===== src/hdl/pdf_pkg.sv =====
package pdf_pkg;

	localparam int WINDOW = 128;
	localparam int CNT_W  = $clog2(WINDOW + 1);
	localparam int PTR_W  = (WINDOW > 1) ? $clog2(WINDOW) : 1;
	localparam int PCT_W  = 7;
	localparam int RUN_W  = 8;
	localparam int IDX_W  = 3;
	localparam int DATA_W = 8;

	typedef enum logic [IDX_W-1:0] {
		REG_PCT_MICROSLEEP = 3'd0,
		REG_PCT_DROWSY     = 3'd1,
		REG_PCT_PRE_DROWSY = 3'd2,
		REG_RUN_MICROSLEEP = 3'd3,
		REG_RUN_DROWSY     = 3'd4,
		REG_RUN_PRE_DROWSY = 3'd5,
		REG_RISE_HOLD      = 3'd6,
		REG_FALL_HOLD      = 3'd7
	} reg_idx_t;

	typedef enum logic [1:0] {
		LVL_AWAKE      = 2'd0,
		LVL_PRE_DROWSY = 2'd1,
		LVL_DROWSY     = 2'd2,
		LVL_MICROSLEEP = 2'd3
	} level_t;

	typedef struct packed {
		logic [PCT_W-1:0] pct_microsleep;
		logic [PCT_W-1:0] pct_drowsy;
		logic [PCT_W-1:0] pct_pre_drowsy;
		logic [RUN_W-1:0] run_microsleep;
		logic [RUN_W-1:0] run_drowsy;
		logic [RUN_W-1:0] run_pre_drowsy;
		logic [RUN_W-1:0] rise_hold;
		logic [RUN_W-1:0] fall_hold;
	} cfg_t;

	typedef struct packed {
		logic [CNT_W-1:0] closed;
		logic [CNT_W-1:0] samples;
		logic [RUN_W-1:0] run;
	} counts_t;

	localparam cfg_t CFG_RESET = '{
		pct_microsleep: 7'd70,
		pct_drowsy:     7'd40,
		pct_pre_drowsy: 7'd20,
		run_microsleep: 8'd30,
		run_drowsy:     8'd15,
		run_pre_drowsy: 8'd5,
		rise_hold:      8'd10,
		fall_hold:      8'd10
	};

endpackage


===== src/hdl/pdf_cfg_regs.sv =====
module pdf_cfg_regs import pdf_pkg::*; (
	input  logic              clk,
	input  logic              arst_n,
	input  logic              cfg_valid,
	output logic              cfg_ready,
	input  logic [IDX_W-1:0]  cfg_index,
	input  logic [DATA_W-1:0] cfg_data,
	output cfg_t              cfg
);

	cfg_t cfg_q;

	assign cfg_ready = 1'b1;
	assign cfg       = cfg_q;

	always_ff @(posedge clk or negedge arst_n) begin
		if (!arst_n) begin
			cfg_q <= CFG_RESET;
		end else if (cfg_valid) begin
			unique case (reg_idx_t'(cfg_index))
				REG_PCT_MICROSLEEP: cfg_q.pct_microsleep <= cfg_data[PCT_W-1:0];
				REG_PCT_DROWSY:     cfg_q.pct_drowsy     <= cfg_data[PCT_W-1:0];
				REG_PCT_PRE_DROWSY: cfg_q.pct_pre_drowsy <= cfg_data[PCT_W-1:0];
				REG_RUN_MICROSLEEP: cfg_q.run_microsleep <= cfg_data[RUN_W-1:0];
				REG_RUN_DROWSY:     cfg_q.run_drowsy     <= cfg_data[RUN_W-1:0];
				REG_RUN_PRE_DROWSY: cfg_q.run_pre_drowsy <= cfg_data[RUN_W-1:0];
				REG_RISE_HOLD:      cfg_q.rise_hold      <= cfg_data[RUN_W-1:0];
				REG_FALL_HOLD:      cfg_q.fall_hold      <= cfg_data[RUN_W-1:0];
				default:            cfg_q <= cfg_q;
			endcase
		end
	end

endmodule


===== src/hdl/pdf_window.sv =====
module pdf_window import pdf_pkg::*; (
	input  logic    clk,
	input  logic    arst_n,
	input  logic    in_valid,
	output logic    in_ready,
	input  logic    eye_closed,
	input  logic    s1_take,
	output logic    s1_valid,
	output counts_t counts
);

	// flag history; entries are only read once the window is full
	logic             ring_mem [WINDOW];
	logic [PTR_W-1:0] head_q;
	logic [PTR_W-1:0] head_d;
	logic             old_q;
	logic             valid_q;
	counts_t          cnt_q;
	counts_t          cnt_d;
	logic             accept;
	logic             full;

	assign in_ready = !valid_q || s1_take;
	assign accept   = in_valid && in_ready;
	assign s1_valid = valid_q;
	assign counts   = cnt_q;
	assign full     = (cnt_q.samples == CNT_W'(WINDOW));

	always_comb begin
		head_d = head_q;
		if (accept) begin
			if (head_q == PTR_W'(WINDOW - 1))
				head_d = '0;
			else
				head_d = head_q + PTR_W'(1);
		end
	end

	always_comb begin
		cnt_d = cnt_q;
		if (!full) begin
			cnt_d.samples = cnt_q.samples + CNT_W'(1);
			if (eye_closed)
				cnt_d.closed = cnt_q.closed + CNT_W'(1);
		end else if (eye_closed && !old_q) begin
			cnt_d.closed = cnt_q.closed + CNT_W'(1);
		end else if (!eye_closed && old_q && (cnt_q.closed != '0)) begin
			cnt_d.closed = cnt_q.closed - CNT_W'(1);
		end
		if (eye_closed) begin
			if (cnt_q.run != '1)
				cnt_d.run = cnt_q.run + RUN_W'(1);
		end else begin
			cnt_d.run = '0;
		end
	end

	// read the slot the next word will overwrite; bypass when it is the one being written
	always_ff @(posedge clk) begin
		if (accept)
			ring_mem[head_q] <= eye_closed;
		if (accept && (head_d == head_q))
			old_q <= eye_closed;
		else
			old_q <= ring_mem[head_d];
	end

	always_ff @(posedge clk or negedge arst_n) begin
		if (!arst_n) begin
			head_q  <= '0;
			cnt_q   <= '0;
			valid_q <= 1'b0;
		end else begin
			head_q <= head_d;
			if (accept) begin
				cnt_q   <= cnt_d;
				valid_q <= 1'b1;
			end else if (s1_take) begin
				valid_q <= 1'b0;
			end
		end
	end

endmodule


===== src/hdl/pdf_level.sv =====
module pdf_level import pdf_pkg::*; (
	input  logic        clk,
	input  logic        arst_n,
	input  cfg_t        cfg,
	input  logic        s1_valid,
	output logic        s1_take,
	input  counts_t     counts,
	output logic        out_valid,
	input  logic        out_ready,
	output logic [1:0]  level,
	output logic [7:0]  closed_in_window,
	output logic [7:0]  samples_in_window,
	output logic [7:0]  closed_run
);

	localparam int PROD_W = CNT_W + PCT_W;

	level_t           com_q;
	level_t           cand_q;
	logic [RUN_W-1:0] hold_q;
	level_t           com_d;
	level_t           cand_d;
	logic [RUN_W-1:0] hold_d;
	logic [RUN_W-1:0] hold_inc;
	logic [RUN_W-1:0] need;
	level_t           raw;
	logic [PROD_W-1:0] lhs;
	logic [PROD_W-1:0] rhs_ms;
	logic [PROD_W-1:0] rhs_dr;
	logic [PROD_W-1:0] rhs_pd;
	logic              hit_ms;
	logic              hit_dr;
	logic              hit_pd;
	logic              ov_q;
	logic [1:0]        lvl_q;
	logic [7:0]        closed_q;
	logic [7:0]        samples_q;
	logic [7:0]        run_q;

	assign s1_take = s1_valid && (!ov_q || out_ready);

	assign lhs    = PROD_W'(counts.closed) * PROD_W'(100);
	assign rhs_ms = PROD_W'(cfg.pct_microsleep) * PROD_W'(counts.samples);
	assign rhs_dr = PROD_W'(cfg.pct_drowsy) * PROD_W'(counts.samples);
	assign rhs_pd = PROD_W'(cfg.pct_pre_drowsy) * PROD_W'(counts.samples);

	assign hit_ms = (lhs >= rhs_ms) || (counts.run >= cfg.run_microsleep);
	assign hit_dr = (lhs >= rhs_dr) || (counts.run >= cfg.run_drowsy);
	assign hit_pd = (lhs >= rhs_pd) || (counts.run >= cfg.run_pre_drowsy);

	always_comb begin
		if (hit_ms)
			raw = LVL_MICROSLEEP;
		else if (hit_dr)
			raw = LVL_DROWSY;
		else if (hit_pd)
			raw = LVL_PRE_DROWSY;
		else
			raw = LVL_AWAKE;
	end

	assign need     = (raw > com_q) ? cfg.rise_hold : cfg.fall_hold;
	assign hold_inc = (hold_q != '1) ? hold_q + RUN_W'(1) : hold_q;

	always_comb begin
		com_d  = com_q;
		cand_d = cand_q;
		hold_d = hold_q;
		if (raw != com_q) begin
			if (raw == cand_q) begin
				if (hold_inc >= need) begin
					com_d  = raw;
					hold_d = '0;
				end else begin
					hold_d = hold_inc;
				end
			end else begin
				cand_d = raw;
				hold_d = RUN_W'(1);
			end
		end else begin
			cand_d = com_q;
			hold_d = '0;
		end
	end

	always_ff @(posedge clk or negedge arst_n) begin
		if (!arst_n) begin
			com_q  <= LVL_AWAKE;
			cand_q <= LVL_AWAKE;
			hold_q <= '0;
			ov_q   <= 1'b0;
		end else begin
			if (s1_take) begin
				com_q  <= com_d;
				cand_q <= cand_d;
				hold_q <= hold_d;
				ov_q   <= 1'b1;
			end else if (out_ready) begin
				ov_q <= 1'b0;
			end
		end
	end

	always_ff @(posedge clk) begin
		if (s1_take) begin
			lvl_q     <= com_d;
			closed_q  <= 8'(counts.closed);
			samples_q <= 8'(counts.samples);
			run_q     <= 8'(counts.run);
		end
	end

	assign out_valid         = ov_q;
	assign level             = lvl_q;
	assign closed_in_window  = closed_q;
	assign samples_in_window = samples_q;
	assign closed_run        = run_q;

endmodule


===== src/hdl/perclos_drowsiness_fsm_unit.sv =====
// Throughput is one word per cycle unless out_ready stalls the stage 2 result register.
// The flag window is a 1-bit memory read one slot ahead.
// Stage 1 updates window counts and run length, stage 2 the level and hysteresis.
// Reset (arst_n, async, active low) clears counts, level state and loads default thresholds.
// No clearing pass: window flags are only read once every slot has been written.
module perclos_drowsiness_fsm_unit import pdf_pkg::*; (
	input  logic              clk,
	input  logic              arst_n,
	input  logic              in_valid,
	output logic              in_ready,
	input  logic              eye_closed,
	output logic              out_valid,
	input  logic              out_ready,
	output logic [1:0]        level,
	output logic [7:0]        closed_in_window,
	output logic [7:0]        samples_in_window,
	output logic [7:0]        closed_run,
	input  logic              cfg_valid,
	output logic              cfg_ready,
	input  logic [IDX_W-1:0]  cfg_index,
	input  logic [DATA_W-1:0] cfg_data
);

	cfg_t    cfg;
	counts_t counts;
	logic    s1_valid;
	logic    s1_take;

	pdf_cfg_regs u_cfg (
		.clk       (clk),
		.arst_n    (arst_n),
		.cfg_valid (cfg_valid),
		.cfg_ready (cfg_ready),
		.cfg_index (cfg_index),
		.cfg_data  (cfg_data),
		.cfg       (cfg)
	);

	pdf_window u_window (
		.clk        (clk),
		.arst_n     (arst_n),
		.in_valid   (in_valid),
		.in_ready   (in_ready),
		.eye_closed (eye_closed),
		.s1_take    (s1_take),
		.s1_valid   (s1_valid),
		.counts     (counts)
	);

	pdf_level u_level (
		.clk               (clk),
		.arst_n            (arst_n),
		.cfg               (cfg),
		.s1_valid          (s1_valid),
		.s1_take           (s1_take),
		.counts            (counts),
		.out_valid         (out_valid),
		.out_ready         (out_ready),
		.level             (level),
		.closed_in_window  (closed_in_window),
		.samples_in_window (samples_in_window),
		.closed_run        (closed_run)
	);

endmodule

===== config.mk =====
export PLATFORM = sky130hd
export DESIGN_NAME = perclos_drowsiness_fsm_unit
export DESIGN_NICKNAME = d
export VERILOG_FILES = /design/src/hdl/pdf_pkg.sv /design/src/hdl/pdf_cfg_regs.sv /design/src/hdl/pdf_window.sv /design/src/hdl/pdf_level.sv /design/src/hdl/perclos_drowsiness_fsm_unit.sv
export SDC_FILE = /design/constraint.sdc
export NUM_CORES = 1
export LEC_CHECK = 0
export ABC_CLOCK_PERIOD_IN_PS = 13900
export BUFFER_PORTS_ARGS = -buffer_cell sky130_fd_sc_hd__buf_2
export CAP_MARGIN = 0
export CORE_UTILIZATION = 50
export CTS_CLUSTER_DIAMETER = 30
export DETAILED_ROUTE_END_ITERATION = 16
export HOLD_SLACK_MARGIN = 0.03
export PLACE_DENSITY = 0.73
export SYNTH_ARGS = -nofsm -noshare
export SYNTH_HDL_FRONTEND = slang
export SYNTH_SLANG_ARGS = --single-unit

===== constraint.sdc =====
create_clock -name clk -period 13.9 [get_ports clk]
set_input_delay 2.78 -clock clk [delete_from_list [all_inputs] [get_ports clk]]
set_output_delay 2.78 -clock clk [all_outputs]
set_load 0.02 [all_outputs]

==> flow_summary_export.csv <==
group,metric,value,unit
worst_setup_path,crit_type,"flip-flop to flip-flop",
layout,layout-drive-gt1-share,13.5,%
floorplan,die_area,0.0391,mm²
synthesis,ys_types,80,
clocking,numCtsBuffers,56,
sta,rsz0062_at_grt,"false",
clocking,cts_buffer_depth,3,
placed_design,numPortBuffers,44,
worst_setup_path,cp_max_fo,26,
detailed_routing,drt-total-wl,44.8,mm
worst_setup_path,critPathTopFamily,"adder cells",
synthesis,seq_area_frac_synth,38.3,%
floorplan,die_h,198,µm
worst_setup_path,ff2ff_setup_slack,4.16,ns
floorplan,ios,46,
sta,worst_pin_slew,1.11,ns
clocking,cts_sinks,261,
worst_setup_path,startpoint_type,"flip-flop",
sta,hold_viol,0,
sta,finClkSkew,0.0412,ns
floorplan,chipWidth,198,µm
placed_design,dp_hpwl,30.8,mm
min_path,hold_class,"flip-flop to flip-flop",
synthesis,synth_area,0.0191,mm²
synthesis,synth_edf_count,154,
clocking,cts.htree.levels,2,
sta,slew_viol_final,0,
worst_setup_path,crit_path_top_delay_cell,"dfrtp_1",
run,max-cap-violations,0,
detailed_routing,postRouteAntennaNets,0,
grt,grt_antenna_before_repair,0,
sta,post-route-period-util,70.1,%
grt,grt_max_degree,127,
sta,max-slew-margin-rel,25.6,%
grt,grt_overflow,0,
detailed_routing,drt_iter0_drc,878,
grt,grt_pass1_vias,14100,
worst_setup_path,crit_start,"u_window.counts[10]",
clocking,cts_tree,"done",
layout,seq_area,0.00732,mm²
floorplan,core,0.0377,mm²
sta,setup_viol,0,
worst_setup_path,end_kind,"flip-flop",
clocking,postCtsSetupRepairBufs,0,
grt,grt_pass1_wl,72.8,mm
sta,layout_min_cycle_time,9.74,ns
layout,fillCellCount,3189,
synthesis,ys.flop_type,"edfxtp_1",
worst_setup_path,reg2reg_to,"u_level.hold_q[0]",
grt,grt_usage,23.6,%
worst_setup_path,r2r_cells,34,
worst_setup_path,critical_path_arrival,10.26,ns
clocking,cts_root_buf,"clkbuf_16",
worst_setup_path,worstSetupPathDepth,34,
floorplan,core.rowCount,71,
detailed_routing,drc,0,
worst_setup_path,r2r-start,"u_window.counts[10]",
layout,syn_to_final_growth,13.5,%
synthesis,ys_seq_elements,261,
worst_setup_path,worstSetupEndpoint,"u_level.hold_q[0]",
floorplan,initial_utilization,50.8,%
synthesis,async_flop_share,40.6,%
placed_design,gp_congestion,0.912,
layout,final_cell_mix,"216 x ha_1, 183 x nor2_1, 154 x inv_1, 154 x edfxtp_1, 143 x and2_1",
outcome,status,"completed",
detailed_routing,vias_per_cell,5.68,
layout,final_common_cell,"ha_1",
detailed_routing,via_count,13800,
detailed_routing,drt-pass1-iter-count,5,
worst_setup_path,required,14.41,ns
clocking,ctsHoldBuffers,0,
layout,multiInputGateArea,0.0109,mm²
worst_setup_path,critical_path_buf_inv_count,3,
synthesis,synth_nets,2129,
worst_setup_path,max_stage_delay,0.99,ns
detailed_routing,wl_per_cell,18.5,µm
clocking,clock_latency,0.59,ns
layout,diodes,0,
synthesis,syn_avg_cell_area,10.6,µm²
sta,final.setup.tns,0,ns
synthesis,synth_warnings,0,
layout,fin_nets,2188,
sta,fmax,103,MHz
clocking,clk_pin_slew,0.05,ns
clocking,cts_resized,0,
synthesis,synth_cells,1806,
## through the flow
step                instances  util [%]  hold slack, ns  worst slack [ns]  instance area [µm²]
global placement         2318      52.6           0.488              4.35                19800
detailed placement       2318      52.6           0.498              4.17                19800
finish                   2424      57.7           0.505              4.16                21700
floorplan                1806         -           0.467              5.07                19100
CTS                      2424      57.7           0.508              4.14                21700
global route             2424      57.7           0.517              3.53                21700
## synth_stat cells, types with 21 or more instances
cell | instances | area (µm²)
nor2_1 | 183 | 687
dfstp_2 | 21 | 552
nand2_1 | 142 | 533
o21ai_0 | 45 | 225
inv_1 | 154 | 578
dfrtp_1 | 85 | 2130
edfxtp_1 | 154 | 4620
ha_1 | 216 | 2700
mux2i_1 | 46 | 460
fa_1 | 90 | 1800
xnor2_1 | 40 | 350
xor2_1 | 32 | 280
clkbuf_1 | 36 | 135
nand3_1 | 45 | 225
a21oi_1 | 74 | 370
mux2_2 | 63 | 709
and2_1 | 143 | 895
## sequential cells by signal, summed over array words and instances, names as in the netlist
name and count:
u_window.ring_mem 128, u_level.com_q 2, u_cfg.cfg 61, u_level.closed_run 8
u_level.closed_in_window 8, u_level.samples_in_window 8, u_window.old_q 1, u_window.head_q 7
u_level.cand_q 2, u_level.out_valid 1, u_window.s1_valid 1, u_level.level 2
u_level.hold_q 8, u_window.counts 24
## per-layer routing
layer / track usage, % / vias up / wire, µm
met4: 8.38 / 0 / 1320
met1: 29.3 / 6870 / 18700
met2: 41.6 / 409 / 22300
met3: 3.55 / 92 / 2420
met5: 0 / - / 0
li1: - / 6402 / -
## cell type report
class / instances / share of cell area (%)
multi-input cells: 1333 / 50.3
flip-flops and latches: 261 / 33.7
clock buffers: 65 / 6.84
well taps: 511 / 2.94
inverters: 157 / 2.76
clock inverters: 41 / 1.98
repair buffers: 56 / 1.45
## cell families after synthesis
group           share of synthesized area (%)
simple gates                             15.9
fa+ha+maj                                23.5
flops                                    38.3
compound gates                           8.05
buf+inv                                  4.64
mux                                      6.35
xor+xnor                                 3.29
other cells                            0.0196
## worst min path at each step
| stage | start | endpoint | slack [ns] | cells past startpoint |
|---|---|---|---|---|
| after floorplan | u_window.counts[0] | u_level.closed_run[0] | 0.47 | 0 |
| after global placement | u_cfg.cfg[19] | u_cfg.cfg[19] | 0.49 | 1 |
| after detailed placement | u_cfg.cfg[15] | u_cfg.cfg[15] | 0.50 | 1 |
| after CTS | u_cfg.cfg[15] | u_cfg.cfg[15] | 0.51 | 1 |
| after global routing | u_cfg.cfg[37] | u_cfg.cfg[37] | 0.52 | 1 |
| final | u_cfg.cfg[17] | u_cfg.cfg[17] | 0.51 | 1 |
## worst reg2reg max path: cells and delay by family (launching register included)
kind                       cells  cell delay, ns
and+or+nand+nor               11            2.02
buffers and inverters          3            0.14
AOI/OAI and AO/OA             10            2.85
adders and majority gates      8            3.16
muxes                          1            0.42
DFF                            1            0.99
xor gates and xnor gates       1            0.14
Power is not shown: default switching activity piles up to over one toggle a cycle in this logic, so the estimate is an artifact.
